==> src/rtl/mdu_pkg.sv <==
// Shared types, opcodes and widths for the multiply/divide unit.
package mdu_pkg;
  localparam int unsigned Stages = 16;

  typedef enum logic [1:0] {
    OP_MUL  = 2'd0,
    OP_IMUL = 2'd1,
    OP_DIV  = 2'd2,
    OP_IDIV = 2'd3
  } op_t;

  // Per-item context carried down the divider chain.
  typedef struct packed {
    logic        vld;
    op_t         op;
    logic        word;
    logic [15:0] ax;
    logic [15:0] dx;
    logic        q_neg;
    logic        r_neg;
    logic        ovf;
    logic        cof;
    logic [15:0] dvs;
    logic [31:0] acc;
  } cell_t;
endpackage

==> src/rtl/mdu_cell.sv <==
// One restoring-division cell: one quotient bit per stage.
module mdu_cell import mdu_pkg::*; (
  input  logic  clk,
  input  logic  rst_n,
  input  logic  en,
  input  cell_t c_in,
  output cell_t c_out
);
  cell_t c_r, c_nxt;
  logic [16:0] diff;
  always_comb begin
    c_nxt = c_in;
    // Shift the partial remainder left one bit and try the divisor.
    diff = c_in.acc[31:15] - {1'b0, c_in.dvs};
    if (c_in.op == OP_DIV || c_in.op == OP_IDIV) begin
      if (!diff[16]) begin
        c_nxt.acc = {diff[15:0], c_in.acc[14:0], 1'b1};
      end else begin
        c_nxt.acc = {c_in.acc[30:0], 1'b0};
      end
    end
  end
  always_ff @(posedge clk) begin
    if (!rst_n) begin
      c_r.vld <= 1'b0;
    end else if (en) begin
      c_r <= c_nxt;
    end
  end
  assign c_out = c_r;
endmodule

==> config.mk <==
export PLATFORM = sky130hd
export DESIGN_NAME = mdu_cell
export DESIGN_NICKNAME = d
export VERILOG_FILES = /design/src/rtl/mdu_pkg.sv /design/src/rtl/mdu_cell.sv
export SDC_FILE = /design/constraint.sdc
export NUM_CORES = 1
export LEC_CHECK = 0
export ABC_CLOCK_PERIOD_IN_PS = 3100
export BUFFER_PORTS_ARGS = -buffer_cell sky130_fd_sc_hd__buf_2
export CAP_MARGIN = 20
export CORE_UTILIZATION = 45
export CTS_CLUSTER_DIAMETER = 80
export DETAILED_ROUTE_END_ITERATION = 16
export PLACE_DENSITY = 0.8
export SKIP_LAST_GASP = 1
export SLEW_MARGIN = 20
export SYNTH_ARGS = -nofsm -noshare
export SYNTH_HDL_FRONTEND = slang
export SYNTH_SLANG_ARGS = --single-unit
==> constraint.sdc <==
create_clock -name clk -period 3.1 [get_ports clk]
set_clock_uncertainty 0.05 [all_clocks]
set_input_delay 0.31 -clock clk [delete_from_list [all_inputs] [get_ports clk]]
set_output_delay 0.31 -clock clk [all_outputs]
set_load 0.02 [all_outputs]
==> reports/qor.csv <==
stage;metric;value;unit
outcome;run status;finished clean;
yosys;number of enable flip-flop cells after synthesis;87;
clock_tree;clock sinks;88;
floorplanning;Die Ht;96.6;um
timing;Tcrit/Tclk final;82.6;%
global_route;total grt overflow;0;
route;drt via density;5.10;
placement;DP Cell Count;573;
layout;most common cell after layout, fill and taps aside;buf_2;
run;MaxCap Viol Count;0;
layout;nets;584;
route;Post-Route WL;9680;um
placement;hpwl dp;7440;um
route;total number of vias;3004;
timing;Achievable Freq;390;MHz
yosys;sequential area share after synthesis;65.4;%
placement;global placer's final weighted congestion;0.872;
layout;# fillers;724;
clock_tree;Post-CTS Setup Bufs;0;
global_route;vias in the first global route;2874;
global_route;first-pass GRT wire length;14000;um
worst_hold_path;min-delay worst type;input pin to flip-flop;
global_route;largest net degree at the start of global routing;50;
layout;layout cells sized above 1;44.9;%
floorplanning;Initial Util;46.4;%
clock_tree;Clock Path Buffers;2;
layout;Finished Layout Cells;589;
floorplanning;FP Rows;34;
yosys;synthesized instance count;294;
layout;n_diodes;0;
yosys;library cells used by synthesis;43;
yosys;asr flop ratio synth;0;%
route;post-route ant nets;0;
yosys;Synth Flop Type;edfxtp_1;
route;drt drc;0;
worst_setup_path;critical path startpoint category;input pin;
clock_tree;Clock Pin Slew Worst Setup and Hold Paths;0.10;ns
clock_tree;Post-CTS Hold Fix Bufs;0;
route;initial DRC count;148;
global_route;Tot GR Track Use;20.6;%
clock_tree;Root Buffer;clkbuf_8;
timing;setup violators final;0;
yosys;Yosys reg bits;88;
power;Lkg Pwr;2.27;nW
worst_setup_path;CP endpoint kind;flip-flop;
yosys;Post-Syn Nets;402;
worst_setup_path;worst path arrival time;2.62;ns
clock_tree;htree depth;3;
placement;Setup WS pre-CTS;0.167;ns
placement;# port buffers;178;
floorplanning;Die X;96.6;um
clock_tree;Resize count post-CTS;0;
timing;Tightest Pin Transition;0.876;ns
floorplanning;core area;8680;um^2
floorplanning;I/O Pins;179;
timing;RSZ-0062 raised after global routing;no;
worst_setup_path;Buf+Inv Stages, Crit Path;3;
layout;commonest cells after routing, fill and taps aside;178 x buf_2, 87 x edfxtp_1, 30 x a21oi_1, 21 x nor2_1, 19 x inv_1;
global_route;initial antenna violation count;0;
yosys;Mapped Area;4030;um^2
power;Max IR drop VDD;0.215;mV
timing;PnR worst setup slack;0.538;ns
clock_tree;Skew-Pair Late Insertion Delay;0.35;ns
layout;Final Cell Area;5220;um^2
worst_setup_path;WS Path Type;input pin to flip-flop;
timing;worst hold margin;0.0751;ns
worst_setup_path;Max FO, Critical Path;13;
layout;Area Growth Syn to Fin;29.6;%
timing;Worst slew margin;41.6;%
worst_setup_path;cell family with most CP delay;compound AO/OA/AOI/OAI gates;
layout;Largest register FFs;88;
timing;final hold violations;0;
clock_tree;TritonCTS clock tree;built;
yosys;YS warnings;0;
placement;post-placement cell area;5030;um^2
yosys;Avg Inst Size Synth;13.7;um^2
timing;setup tns final;0;ns
route;WL/cell;16.4;um
floorplanning;Die Footprint;9330;um^2
power;Pwr Total;2.76;mW
route;Initial DRT Pass Iterations;4;
worst_setup_path;crit path cell chain;buf_2 -> inv_1 -> ha_1 -> fa_1 -> nand2b_1 -> a21o_1 -> a31o_1 -> o21a_1 -> o211ai_2 -> buf_4 -> nor2_2 -> a221o_1;
worst_setup_path;Slowest Stage Delay on Critical Path;0.40;ns
timing;crit path time final;2.56;ns
worst_setup_path;Worst Path Required;3.16;ns
power;PwrDens;529;nW/um^2
layout;final core occ;60.1;%
clock_tree;Num CTS Buffers;9;
timing;Max Slew Vio Count;0;
worst_setup_path;critical path's slowest cell;fa_1;
layout make-up:
| type | instances | area [um^2] | share of cell area (%) |
|---|---|---|---|
| multi-input cells | 177 | 1270 | 24.3 |
| flip-flops and latches | 88 | 2630 | 50.5 |
| repair buffers | 181 | 926 | 17.8 |
| inverters | 19 | 71.3 | 1.37 |
| clock inverters | 7 | 60.1 | 1.15 |
| clock buffers | 9 | 124 | 2.38 |
| well taps | 108 | 135 | 2.59 |
report_power, final:
group	internal [mW]	total (mW)	switching (mW)
Sequential	1.41	1.43	0.0217
Clock	0.308	0.745	0.437
Combinational	0.231	0.580	0.350
Total	1.95	2.76	0.808
routing by layer:
metal | GRT usage [%] | up-vias | part of all wire, %
met5 | 0 | - | 0
met4 | 6.99 | 0 | 1.2
met3 | 6.96 | 11 | 11
met2 | 37.4 | 147 | 52
met1 | 22.2 | 1392 | 37
li1 | - | 1454 | -
cell families (layout without fill, tap and decap cells):
group                    after synthesis  in the layout  share of synthesized area [%]
adder cells (fa/ha/maj)               17             17                           5.47
buffers and inverters                 29            216                           3.20
flip-flops                            88             88                           65.4
AND/OR/NAND/NOR                       56             56                           6.56
multiplexers                          27             27                           7.15
XOR/XNOR                              13             13                           2.83
AO/OA/AOI/OAI                         64             64                           9.39
synthesized netlist by cell type, drive strengths merged, types with 5 or more instances:
library cell	number	area [um^2]
edfxtp	87	2610
nand2	15	56.3
xnor2	8	70.1
nor2	22	85.1
mux2	14	158
clkbuf	7	27.5
inv	19	71.3
mux2i	13	130
xor2	5	43.8
a21oi	31	159
o21ai	14	70.1
ha	16	200
final timing paths:
check / start / to / slack [ns] / cells after the start
max: c_in[15] / c_out[30] / 0.54 / 12
min: c_in[61] / c_out[61] / 0.08 / 1
min reg2reg: c_out[87] / c_out[87] / 0.48 / 2
max reg2reg: c_out[87] / c_out[87] / 2.46 / 2
No activity file was read; power rests on OpenSTA's default activity.
